## src/design/bft_pkg.sv

```systemverilog
`timescale 1ns / 1ps
package bft_pkg;

    // fixed-point format of the frame components
    localparam int FRAME_FRAC_BITS = 30;
    localparam logic [63:0] ONE_Q = 64'd1 << FRAME_FRAC_BITS;
    localparam logic [63:0] ROUND_HALF = 64'd1 << (FRAME_FRAC_BITS - 1);
    localparam logic [63:0] P_LIM = ONE_Q << 1;
    localparam logic signed [31:0] AX_ONE = 32'(ONE_Q);
    localparam logic signed [31:0] AX_MONE = -AX_ONE;

    // node counting
    localparam int MAX_NODES = 65536;
    localparam int NODE_CNT_W = $clog2(MAX_NODES);
    localparam logic [NODE_CNT_W:0] CNT_LIMIT = (NODE_CNT_W + 1)'(MAX_NODES - 1);

    // command queue between front and back
    localparam int QDEPTH = 2;
    localparam int QPTR_W = $clog2(QDEPTH);
    localparam int QCNT_W = $clog2(QDEPTH + 1);

    // shared divider
    localparam int DIV_W = 64;
    localparam int DIV_CNT_W = $clog2(DIV_W + 1);

    typedef struct packed {
        logic signed [31:0] pos_x;
        logic signed [31:0] pos_y;
        logic signed [31:0] pos_z;
        logic               last_node;
    } t_in_item;

    typedef struct packed {
        logic [15:0]        node_index;
        logic signed [31:0] axis1_x;
        logic signed [31:0] axis1_y;
        logic signed [31:0] axis1_z;
        logic signed [31:0] axis2_x;
        logic signed [31:0] axis2_y;
        logic signed [31:0] axis2_z;
        logic signed [31:0] axis3_x;
        logic signed [31:0] axis3_y;
        logic signed [31:0] axis3_z;
        logic               final_frame;
        logic               degenerate;
    } t_out_item;

    // work command from the front to the back
    typedef struct packed {
        logic               single;
        logic               fin;
        logic [15:0]        idx;
        logic signed [32:0] d_x;
        logic signed [32:0] d_y;
        logic signed [32:0] d_z;
    } t_cmd;

endpackage

```

## src/design/bft_front.sv

```systemverilog
`timescale 1ns / 1ps
module bft_front import bft_pkg::*; (
    input  logic     i_clk,
    input  logic     i_rst_n,
    input  logic     i_valid,
    output logic     o_stall,
    input  t_in_item i_data,
    output logic     o_push,
    output t_cmd     o_cmd,
    input  logic     i_full
);

    logic                  r_first_seen, n_first_seen;
    logic [NODE_CNT_W-1:0] r_node_cnt, n_node_cnt;
    logic signed [31:0]    r_prev_x, r_prev_y, r_prev_z;
    logic                  accept;
    logic [NODE_CNT_W:0]   cnt_inc;
    logic                  seg_fin;

    assign o_stall = i_full;
    assign accept  = i_valid & ~i_full;
    assign cnt_inc = {1'b0, r_node_cnt} + (NODE_CNT_W + 1)'(1);
    assign seg_fin = i_data.last_node | (cnt_inc >= CNT_LIMIT);

    // classify the node and build the command
    always_comb begin
        o_push       = 1'b0;
        o_cmd        = '0;
        n_first_seen = r_first_seen;
        n_node_cnt   = r_node_cnt;
        if (accept) begin
            if (!r_first_seen) begin
                if (i_data.last_node) begin
                    o_push       = 1'b1;
                    o_cmd.single = 1'b1;
                    o_cmd.fin    = 1'b1;
                    n_first_seen = 1'b0;
                end else begin
                    n_first_seen = 1'b1;
                end
                n_node_cnt = '0;
            end else begin
                o_push     = 1'b1;
                o_cmd.fin  = seg_fin;
                o_cmd.idx  = 16'(r_node_cnt);
                o_cmd.d_x  = {i_data.pos_x[31], i_data.pos_x} - {r_prev_x[31], r_prev_x};
                o_cmd.d_y  = {i_data.pos_y[31], i_data.pos_y} - {r_prev_y[31], r_prev_y};
                o_cmd.d_z  = {i_data.pos_z[31], i_data.pos_z} - {r_prev_z[31], r_prev_z};
                n_node_cnt = cnt_inc[NODE_CNT_W-1:0];
                if (seg_fin) begin
                    n_first_seen = 1'b0;
                    n_node_cnt   = '0;
                end
            end
        end
    end

    // beam tracking state
    always_ff @(posedge i_clk) begin
        if (!i_rst_n) begin
            r_first_seen <= 1'b0;
            r_node_cnt   <= '0;
        end else begin
            r_first_seen <= n_first_seen;
            r_node_cnt   <= n_node_cnt;
        end
    end

    // previous node position
    always_ff @(posedge i_clk) begin
        if (accept) begin
            r_prev_x <= i_data.pos_x;
            r_prev_y <= i_data.pos_y;
            r_prev_z <= i_data.pos_z;
        end
    end

endmodule

```

## config.mk

```make
export PLATFORM = sky130hd
export DESIGN_NAME = bft_front
export DESIGN_NICKNAME = d
export VERILOG_FILES = /design/src/design/bft_pkg.sv /design/src/design/bft_front.sv
export SDC_FILE = /design/constraint.sdc
export NUM_CORES = 1
export LEC_CHECK = 0
export BUFFER_PORTS_ARGS = -buffer_cell sky130_fd_sc_hd__clkbuf_2
export CAP_MARGIN = 20
export CORE_MARGIN = 1.5
export CORE_UTILIZATION = 60
export DETAILED_ROUTE_END_ITERATION = 16
export PLACE_DENSITY = 0.87
export SETUP_SLACK_MARGIN = 0.15
export SLEW_MARGIN = 40
export SYNTH_ARGS = -nofsm -noshare
export SYNTH_HDL_FRONTEND = slang
export SYNTH_SLANG_ARGS = --single-unit
```

## constraint.sdc

```tcl
create_clock -name i_clk -period 9.92 [get_ports i_clk]
set_input_delay 1.488 -clock i_clk [delete_from_list [all_inputs] [get_ports i_clk]]
set_output_delay 1.488 -clock i_clk [all_outputs]
set_load 0.1 [all_outputs]
```

==> impl_metrics.yaml <==
finish:
  final_cells: 1589
  final_cell_mix: "clkbuf_2 (219), inv_1 (129), nor2_1 (128)"
  final_cell_area_sq_um: 11700
  antenna_cells: 0
  finalNetCount: 1562
  fillers: 1207
  layout_commonest_cell: "clkbuf_2"
  syn2layout_area_growth_pct: 19.3
  utilization_pct: 73.4
  drive_gt1_share_pct: 19.1
critical_path:
  cp-start-kind: "primary input"
  endpoint_kind: "primary output"
  worstPathMaxFanout: 4
  reg2reg_from: "r_node_cnt[1]"
  crit_required_ns: 8.43
  r2r_cells: 9
  reg2reg_to: "r_node_cnt[14]"
  crit_path_start: "i_data[65]"
  crit_path_end: "o_cmd[96]"
  rrSetupSlack_ns: 7.13
  crit_type: "in -> out"
  arrival_ns: 4.50
grt:
  grt_pass1_vias: 8595
  grt_usage_pct: 29.2
  antenna_found_initial: 0
  grt_first_pass_wirelength_um: 39700
  grt.overflow.total: 0
  grt_max_degree: 99
drt:
  finalWirelength_um: 25200
  ant_nets: 0
  vias: 9285
  drc_errors: 0
  wire_per_inst_um: 15.9
  drt-initial-drc-count: 547
  first_pass_iters: 6
  detail_route.vias_per_cell: 5.84
sta:
  timing.final.crit_share_pct: 60.4
  maxSlewViolCount: 0
  tightest_slew_ns: 0.820
  fin_crit_ns: 5.99
  grt_setup_unrepaired: "no"
  relSlewSlack_pct: 45.1
  skew_ns: 0.00875
  hold_viol: 0
  fin_setup_tns_ns: 0
  fmax_mhz: 167
  setup_viol: 0
yosys:
  synth_cell_types: 70
  synth_flop_cell: "edfxtp_1"
  yosys_warnings: 0
  synth.top_cell.area_share_pct: 29.5
  netlist_area_sq_um: 9770
  synthCells: 1153
  ys_ff_latch: 113
  synth-edff-count: 96
  synthTopCellsByArea: "edfxtp_1 (29%), ha_1 (13%), inv_1 (5.0%)"
  synth_nets: 1355
  synthArstFlopShare_pct: 0
  synth.avg_cell_area_sq_um: 8.48
  yosysSeqAreaShare_pct: 33.0
  synth_top_cell_by_area: "edfxtp_1"
clock_tree:
  htreeDepth: 4
  post_cts_resized: 0
  cts_buffers: 17
  cts_setup_buffers: 0
  cts.sinks: 113
  cts_hold_buf: 0
  clockBufferDepth: 2
  clkSlewWorstSetupHoldPaths_ns: 0.05
  clock_latency_ns: 0.41
  cts_root_buf: "clkbuf_16"
  cts_tree: "built"
die:
  io_pins: 220
  die_area_sq_um: 17100
  start_util_pct: 61.5
  fp.dieH_um: 131
  die_w_um: 131
  rows: 46
  core_area_sq_um: 15900
placement:
  hpwl_um: 18700
  gp_congestion: 0.933
  place.port_buffers: 219
  dpl_cell_area_sq_um: 11000
  dp_cells: 1557
min_path:
  hp-class: "reg -> reg"
power:
  power_density_nw_per_um2: 148
  p_leak_nw: 5.61
  vdd_ir_drop_max_uv: 119
status:
  status: "finished clean"
run:
  cap_viol_max_count: 0
[synth_stat cells, types with 17 or more instances]
cell      count
xnor2_1      25
nand2_1      76
a21o_1       38
a21oi_1      82
nand3_1      33
ha_1         98
a211oi_1     19
nor3_1       20
a31oi_1      17
inv_1       130
o21ai_0      66
and3_1       34
dfxtp_1      17
and2_1       18
edfxtp_1     96
clkbuf_1     22
xor2_1       42
nand2b_1     21
nor2_1      128
[routing by layer]
layer  wire (um)  GRT usage, %  up-vias
met5           0             0        -
met4         947          15.7        0
met3        1910          5.82       81
met2       11600          48.0      427
met1       10800          36.2     4221
li1            -             -     4556
[worst max-delay path, cell delays in order]
cell and delay (ns):
clkbuf_2 0.09, inv_1 0.05, ha_1 0.22, fa_1 0.40, nand2b_1 0.18, a21o_1 0.19
a211oi_1 0.41, o211ai_1 0.20, a21oi_1 0.23, o211ai_1 0.16, nand3_1 0.13, nor3b_1 0.23
clkbuf_2 0.51
[worst min-delay path by stage]
stage,startpoint,end,slack (ns),cells past startpoint
5_1_grt,r_node_cnt[15],r_node_cnt[15],0.51,1
2_1_floorplan,r_node_cnt[15],r_node_cnt[15],0.44,1
3_5_place_dp,r_node_cnt[15],r_node_cnt[15],0.47,1
3_3_place_gp,r_node_cnt[15],r_node_cnt[15],0.47,1
4_1_cts,r_node_cnt[15],r_node_cnt[15],0.48,1
6_report,r_node_cnt[15],r_node_cnt[15],0.48,1
[cell families (layout without fill, tap and decap cells)]
family / count (synthesis) / after routing / synth area share (%)
AO/OA/AOI/OAI: 319 / 319 / 21.6
flip-flops: 113 / 113 / 33.0
XOR/XNOR: 67 / 67 / 6.00
adder cells (fa/ha/maj): 101 / 101 / 13.2
multiplexers: 4 / 4 / 0.410
AND/OR/NAND/NOR: 387 / 387 / 19.3
buffers and inverters: 162 / 382 / 6.52
[sequential cells by signal, summed over array words and instances, names as in the netlist]
| name | count |
|---|---|
| r_prev_x | 32 |
| r_prev_y | 32 |
| r_prev_z | 32 |
| r_node_cnt | 16 |
| r_first_seen | 1 |
[per-stage QoR]
stage	hold slack [ns]	setup WS, ns	total power, mW
after detailed placement	0.469	4.00	1.08
after global routing	0.511	3.75	1.80
after floorplan	0.439	2.50	0.966
after CTS	0.481	3.97	1.72
after global placement	0.470	4.05	1.06
final	0.481	3.93	1.72
[power by group]
| group | switching, mW | internal (mW) |
|---|---|---|
| Clock | 0.216 | 0.424 |
| Sequential | 0.00943 | 0.546 |
| Combinational | 0.340 | 0.185 |
[final cells by class]
cell class / count / area, sq um / share of cell area, %
clock buffers: 26 / 574 / 4.93
clock inverters: 6 / 61.3 / 0.526
inverters: 130 / 490 / 4.21
multi-input cells: 878 / 5930 / 50.9
flip-flops and latches: 113 / 3220 / 27.7
well taps: 216 / 270 / 2.32
repair buffers: 220 / 1110 / 9.50
(Power assumes the default switching activity.)
