--- src/design/bft_pkg.sv ---
`timescale 1ns / 1ps
package bft_pkg;

    // fixed-point format of the frame components
    localparam int FRAME_FRAC_BITS = 30;
    localparam logic [63:0] ONE_Q = 64'd1 << FRAME_FRAC_BITS;
    localparam logic [63:0] ROUND_HALF = 64'd1 << (FRAME_FRAC_BITS - 1);
    localparam logic [63:0] P_LIM = ONE_Q << 1;
    localparam logic signed [31:0] AX_ONE = 32'(ONE_Q);
    localparam logic signed [31:0] AX_MONE = -AX_ONE;

    // node counting
    localparam int MAX_NODES = 65536;
    localparam int NODE_CNT_W = $clog2(MAX_NODES);
    localparam logic [NODE_CNT_W:0] CNT_LIMIT = (NODE_CNT_W + 1)'(MAX_NODES - 1);

    // command queue between front and back
    localparam int QDEPTH = 2;
    localparam int QPTR_W = $clog2(QDEPTH);
    localparam int QCNT_W = $clog2(QDEPTH + 1);

    // shared divider
    localparam int DIV_W = 64;
    localparam int DIV_CNT_W = $clog2(DIV_W + 1);

    typedef struct packed {
        logic signed [31:0] pos_x;
        logic signed [31:0] pos_y;
        logic signed [31:0] pos_z;
        logic               last_node;
    } t_in_item;

    typedef struct packed {
        logic [15:0]        node_index;
        logic signed [31:0] axis1_x;
        logic signed [31:0] axis1_y;
        logic signed [31:0] axis1_z;
        logic signed [31:0] axis2_x;
        logic signed [31:0] axis2_y;
        logic signed [31:0] axis2_z;
        logic signed [31:0] axis3_x;
        logic signed [31:0] axis3_y;
        logic signed [31:0] axis3_z;
        logic               final_frame;
        logic               degenerate;
    } t_out_item;

    // work command from the front to the back
    typedef struct packed {
        logic               single;
        logic               fin;
        logic [15:0]        idx;
        logic signed [32:0] d_x;
        logic signed [32:0] d_y;
        logic signed [32:0] d_z;
    } t_cmd;

endpackage

--- src/design/bft_queue.sv ---
`timescale 1ns / 1ps
module bft_queue import bft_pkg::*; (
    input  logic i_clk,
    input  logic i_rst_n,
    input  logic i_push,
    input  t_cmd i_data,
    input  logic i_pop,
    output t_cmd o_data,
    output logic o_empty,
    output logic o_full
);

    t_cmd              r_mem [QDEPTH];
    logic [QPTR_W-1:0] r_wr, r_rd;
    logic [QCNT_W-1:0] r_cnt;

    assign o_data  = r_mem[r_rd];
    assign o_empty = (r_cnt == '0);
    assign o_full  = (r_cnt == QCNT_W'(QDEPTH));

    // entry storage
    always_ff @(posedge i_clk) begin
        if (i_push) begin
            r_mem[r_wr] <= i_data;
        end
    end

    // pointers and fill count
    always_ff @(posedge i_clk) begin
        if (!i_rst_n) begin
            r_wr  <= '0;
            r_rd  <= '0;
            r_cnt <= '0;
        end else begin
            if (i_push) begin
                r_wr <= r_wr + QPTR_W'(1);
            end
            if (i_pop) begin
                r_rd <= r_rd + QPTR_W'(1);
            end
            if (i_push && !i_pop) begin
                r_cnt <= r_cnt + QCNT_W'(1);
            end else if (!i_push && i_pop) begin
                r_cnt <= r_cnt - QCNT_W'(1);
            end
        end
    end

endmodule

--- config.mk ---
export PLATFORM = sky130hd
export DESIGN_NAME = bft_queue
export DESIGN_NICKNAME = d
export VERILOG_FILES = /design/src/design/bft_pkg.sv /design/src/design/bft_queue.sv
export SDC_FILE = /design/constraint.sdc
export NUM_CORES = 1
export LEC_CHECK = 0
export ABC_AREA = 1
export BUFFER_PORTS_ARGS = -buffer_cell sky130_fd_sc_hd__buf_2
export CAP_MARGIN = 0
export CORE_MARGIN = 3
export CORE_UTILIZATION = 45
export CTS_BUF_LIST = sky130_fd_sc_hd__clkbuf_8 sky130_fd_sc_hd__clkbuf_16
export CTS_CLUSTER_DIAMETER = 40
export CTS_CLUSTER_SIZE = 8
export DETAILED_ROUTE_END_ITERATION = 6
export PLACE_DENSITY_LB_ADDON = 0.08
export SKIP_LAST_GASP = 1
export SYNTH_ARGS = -nofsm -noshare
export SYNTH_HDL_FRONTEND = slang
export SYNTH_SLANG_ARGS = --single-unit
--- constraint.sdc ---
create_clock -name i_clk -period 21.6 [get_ports i_clk]
set_input_delay 4.32 -clock i_clk [delete_from_list [all_inputs] [get_ports i_clk]]
set_output_delay 4.32 -clock i_clk [all_outputs]
set_load 0.005 [all_outputs]
==> results of run 1 <==
[cells in the mapped netlist (all sizes together)]
cell type	n	area [sq um]
dfxtp	5	100
ha	1	12.5
nand2	8	30.0
o21ai	1	5.00
nand4	1	6.26
inv	8	30.0
mux2	117	1430
edfxtp	234	7030
nand3	1	5.00
a21oi	1	5.00
buf	13	96.3
nor2	9	33.8
[final cells by class]
class	instances	share of cell area (%)
sequential	239	63.3
multi-input combinational	139	13.6
timing repair buffer	243	10.9
clock buffer	37	8.22
tap	260	2.89
clock inverter	14	0.722
inverter	8	0.289
antenna	3	0.0666
[kinds of logic after synthesis]
| group | after synthesis | synth area share, % |
|---|---|---|
| adder cells (fa/ha/maj) | 1 | 0.142 |
| AND/OR/NAND/NOR | 19 | 0.855 |
| AO/OA/AOI/OAI | 2 | 0.114 |
| multiplexers | 117 | 16.3 |
| flip-flops | 239 | 81.2 |
| buffers and inverters | 21 | 1.44 |
[through the flow]
step / total power [uW] / area (sq um)
after floorplan: 601 / 8780
after global placement: 639 / 10200
after detailed placement: 642 / 10200
after CTS: 1130 / 11300
after global routing: 1160 / 11300
final: 1120 / 11300
[flip-flops by register name, summed over array words and instances, names as in the netlist, named ones only]
name,flops
r_wr,1
r_rd,1
r_cnt,2
r_mem,234
[worst paths after layout]
kind | from | to | slack [ns] | depth (start not counted)
max | flip-flop | o_data[97] | 14.48 | 3
min | r_rd | r_rd | 0.51 | 2
max reg2reg | r_wr | r_mem[1][100] | 19.27 | 3
min reg2reg | r_rd | r_rd | 0.51 | 2
[power by group through the flow]
stage / sequential (uW) / clock [uW] / combinational, uW
3_5_place_dp: 557 / 0 / 85.0
2_1_floorplan: 554 / 0 / 46.9
6_report: 548 / 488 / 83.6
3_3_place_gp: 556 / 0 / 82.8
4_1_cts: 548 / 500 / 85.4
5_1_grt: 550 / 522 / 91.7
[worst max-delay path, cell delays in order (launching register included)]
cell	delay, ns
dfxtp_4	0.83
buf_4	0.84
mux2_2	0.42
buf_2	0.13
[layer usage]
| metal | up-vias | track usage, % | part of all wire [%] |
|---|---|---|---|
| met5 | - | 0 | 0.21 |
| met4 | 4 | 6.89 | 2.6 |
| met3 | 39 | 6.23 | 7.7 |
| met2 | 165 | 25.5 | 49 |
| met1 | 2212 | 19.0 | 40 |
| li1 | 2109 | - | - |
==> out/summary.txt, run 1 <==
Port bufs -> 239
Vias per cell -> 4.80
Via count -> 4529
Peak VDD IR -> 0.0573 mV
Average size of a mapped cell -> 22.0 sq um
FMAX -> 140 MHz
Nets -> 790
Synth Register Bits -> 239
I/O pins -> 240
Total gr overflow -> 0
Final Core Density -> 59.4%
CTS max path bufs -> 3
Max Slew Vio Count -> 0
Area Overhead vs Synth -> 28.3%
Clk_skew -> 0.0119 ns
Worst skew pair latency -> 0.49 ns
Mapped Cells -> 399
Yosys warning count -> 0
Sw frac -> 19.9%
Pin count of the biggest net entering global routing -> 69
Hold buffers post-CTS -> 0
Setup ws final -> 14.48 ns
Register area -> 0.00713 sq mm
Final Hold Fails -> 0
# Post-CTS Setup Buffers -> 0
Most common cell after layout, fill and taps aside -> buf_2
CTS tree -> built
# clock sinks -> 239
Post-CTS sizing -> 0
Share of cells above drive strength 1 -> 59.3%
Worst slew pin tran -> 0.974 ns
Core area -> 0.0190 sq mm
NetSw -> 223 uW
Yosys cell types -> 14
Most frequent cells in the layout -> buf_2, edfxtp_1, mux2_2, clkbuf_16, mux2_4
Comb power frac -> 7.5%
Die ar. -> 0.0212 sq mm
Die Y -> 146 um
CP required -> 17.28 ns
Post-route minimum period -> 7.12 ns
Footprint of the multi-input gates -> 0.00154 sq mm
Setup violators final -> 0
DRT Pass-1 Iters -> 4
Clock share of power -> 43.6%
Worst-path fanout max -> 61
Max Cap Viol -> 0
RSZ-0062 raised after global routing -> false
Row cnt -> 50
Reg power frac -> 49.0%
Gpl congestion -> 0.729
Pint -> 897 uW
Crit Path Class -> reg -> out
ANT nets after route -> 0
Post-Syn Nets -> 521
Status -> completed
Nature of the critical path endpoint -> output pin
Num CTS Buffers -> 37
Global-route wire length before repair -> 26.4 mm
Hold slack final -> 0.505 ns
Horiz. Die Dim -> 146 um
Initial core utilization -> 46.3%
Crit path DAT -> 2.80 ns
Pwr Density -> 99.4 mW/mm^2
Setup TNS -> 0 ns
DRC -> 0
Vias in the first global route -> 4980
Sequential area share after synthesis -> 81.2%
Initial DRC count -> 216
Mapped Area -> 0.00878 sq mm
Layout Cells excl Fill -> 943
Period Utilization, post-route -> 33.0%
Cell count after placement -> 889
CTS HTree Levels -> 2
Path category of the worst min-delay check -> reg -> reg
Fillers -> 1448
Worst slew margin -> 35.1%
Overall routing resource usage -> 15.8%
Leakage power -> 0.00438 uW
Initial antenna violation count -> 4
Crit path launch type -> flip-flop
Clock root cell -> clkbuf_16
Placed wire-length estimate -> 11.2 mm
Drt wl/cell -> 18.3 um
CTS clock-pin slew for the worst setup and hold paths -> 0.05 ns
WL final -> 17.2 mm
Pre-CTS setup slack -> 14.92 ns
No activity file was read; power rests on OpenSTA's default activity.
==> inputs of run 2 (changes only) <==
- clock period: 21.6 -> 7.3 ns (I/O delays scaled with it)
==> run 2 against run 1 <==
Via count about the same. Sequential share of layout area about the same. Critical endpoint is now o_data[103]. Clock-buffer cell count unchanged. Critical path type unchanged. Final cell count up 0.21%.
==> out/summary.txt, run 2 (synthesis results as in run 1) <==
Total power -> 3310 uW (+200%)
Footprint of the multi-input gates -> 0.00154 sq mm (unchanged)
Gpl congestion -> 0.729 (unchanged)
Via count -> 4528 (-0.022%)
Max Cap Viol -> 0 (unchanged)
Crit Path Class -> reg -> out
Num CTS Buffers -> 37 (unchanged)
Vias per cell -> 4.79 (-0.23%)
Initial DRC count -> 162 (-25%)
Cell depth of the worst min-delay path -> 2 (unchanged)
Hold buffers post-CTS -> 0 (unchanged)
Initial antenna violation count -> 8 (+4)
Final Core Density -> 59.5% (about the same)
Most frequent cells in the layout -> buf_2, edfxtp_1, mux2_2, clkbuf_16, mux2_4
DRT Pass-1 Iters -> 4 (unchanged)
R2R Setup Slk -> 5.01 ns (-14.26 ns)
I/O pins -> 240 (unchanged)
Total gr overflow -> 0 (unchanged)
Worst skew pair latency -> 0.47 ns (-0.02 ns)
Worst slew pin tran -> 0.964 ns (-0.00996 ns)
Max Slew Vio Count -> 0 (unchanged)
Pwr Density -> 293 mW/mm^2 (+200%)
Post-CTS sizing -> 0 (unchanged)
Peak VDD IR -> 0.210 mV (+270%)
Overall routing resource usage -> 15.5% (-0.32 points)
R2R cell count -> 3 (unchanged)
CTS tree -> built
Vias in the first global route -> 4975 (-0.10%)
Crit path DAT -> 2.80 ns (about the same)
Crit path launch type -> flip-flop
HP Start -> r_rd
CTS max path bufs -> 3 (unchanged)
GRT met1 Usage -> 18.1% (-0.88 points)
Most common cell after layout, fill and taps aside -> buf_2
ANT nets after route -> 0 (unchanged)
Pin count of the biggest net entering global routing -> 68 (-1.4%)
Hold slack final -> 0.511 ns (+0.00623 ns)
Core area -> 0.0190 sq mm (unchanged)
Period Utilization, post-route -> 58.4%
Share of cells above drive strength 1 -> 59.0% (-0.23 points)
Post-route minimum period -> 4.26 ns
Final Hold Fails -> 0 (unchanged)
Leakage power -> 0.00438 uW (about the same)
WL final -> 17.0 mm (-1.4%)
DRC -> 0 (unchanged)
M3 GR Usage -> 6.79% (+0.56 points)
Path category of the worst min-delay check -> reg -> reg
Register area -> 0.00713 sq mm (unchanged)
Initial core utilization -> 46.3% (unchanged)
Die Y -> 146 um (unchanged)
Drt wl/cell -> 18.0 um (-1.6%)
FMAX -> 235 MHz
Worst-path fanout max -> 61 (unchanged)
Final Cell Area -> 0.0113 sq mm (about the same)
# clock sinks -> 239 (unchanged)
Die ar. -> 0.0212 sq mm (unchanged)
Top reg by flops -> r_mem
Grt peak-use layer -> met2
CTS clock-pin slew for the worst setup and hold paths -> 0.05 ns (about the same)
CTS HTree Levels -> 2 (unchanged)
Area after DPL -> 0.0102 sq mm (unchanged)
CP required -> 5.84 ns (-11.44 ns)
RSZ-0062 raised after global routing -> false
# Post-CTS Setup Buffers -> 0 (unchanged)
Clk_skew -> 0.00617 ns (-0.00571 ns)
Reg2Reg Launch Point -> r_wr
Global-route wire length before repair -> 26.0 mm (-1.9%)
Horiz. Die Dim -> 146 um (unchanged)
Largest register FFs -> 234 (unchanged)
Placed wire-length estimate -> 11.2 mm (-0.31%)
Setup violators final -> 0 (unchanged)
Reg2reg end -> r_mem[1][39]
Nature of the critical path endpoint -> output pin
Area Overhead vs Synth -> 28.3% (about the same)
Clock root cell -> clkbuf_16
Status -> completed
Met2 GRT Util -> 25.2% (-0.35 points)
Largest regs -> r_mem: 234 flops, r_cnt: 2 flops
Nets -> 790 (unchanged)
Setup TNS -> 0 ns (unchanged)
Fillers -> 1462 (+0.97%)
Row cnt -> 50 (unchanged)
Worst slew margin -> 35.7% (+0.66 points)
Port bufs -> 239 (unchanged)
## run 2: changes by cell type in the layout (fill, tap and decap cells not counted), sizes merged
cell	previous run	this run
inv	18	19
diode	3	4
## run 2: where the power goes
| group | switching, uW | internal [uW] |
|---|---|---|
| Sequential | 27.1 | 1590 |
| Combinational | 116 | 131 |
| Clock | 510 | 927 |
## run 2: per-stage QoR
stage	setup WS, ns	cells
after global placement	3.54	889
after global routing	2.87	945
after detailed placement	3.47	889
after floorplan	0.308	399
after CTS	2.96	941
final	3.04	945
## run 2: area by class of cell
type,instances,area share (%)
Tap cell,260,2.89
Inverter,8,0.289
Timing Repair Buffer,243,10.9
Clock buffer,37,8.22
Clock inverter,15,0.744
Sequential cell,239,63.3
Antenna cell,4,0.0888
Multi-Input combinational cell,139,13.6
## run 2: worst max-delay path by stage
stage | from | end | slack (ns) | depth (start not counted)
after global routing | flip-flop | o_data[97] | 2.87 | 3
after detailed placement | flip-flop | o_data[103] | 3.47 | 3
final | flip-flop | o_data[103] | 3.04 | 3
after CTS | flip-flop | o_data[103] | 2.96 | 3
after floorplan | i_push | r_mem[0][0] | 0.31 | 2
after global placement | flip-flop | o_data[13] | 3.54 | 3
## run 2: metal layers
metal / vias up / wire, um / share of wire [%]
li1: 2107 / - / -
met4: 8 / 532 / 3.1
met1: 2183 / 6500 / 38
met3: 51 / 1610 / 9.5
met2: 179 / 8320 / 49
met5: - / 40 / 0.24
## run 2: worst max-delay path: stages (launching register included)
cell and delay (ns):
dfxtp_4 0.85, buf_4 0.84, mux2_2 0.43, buf_2 0.13
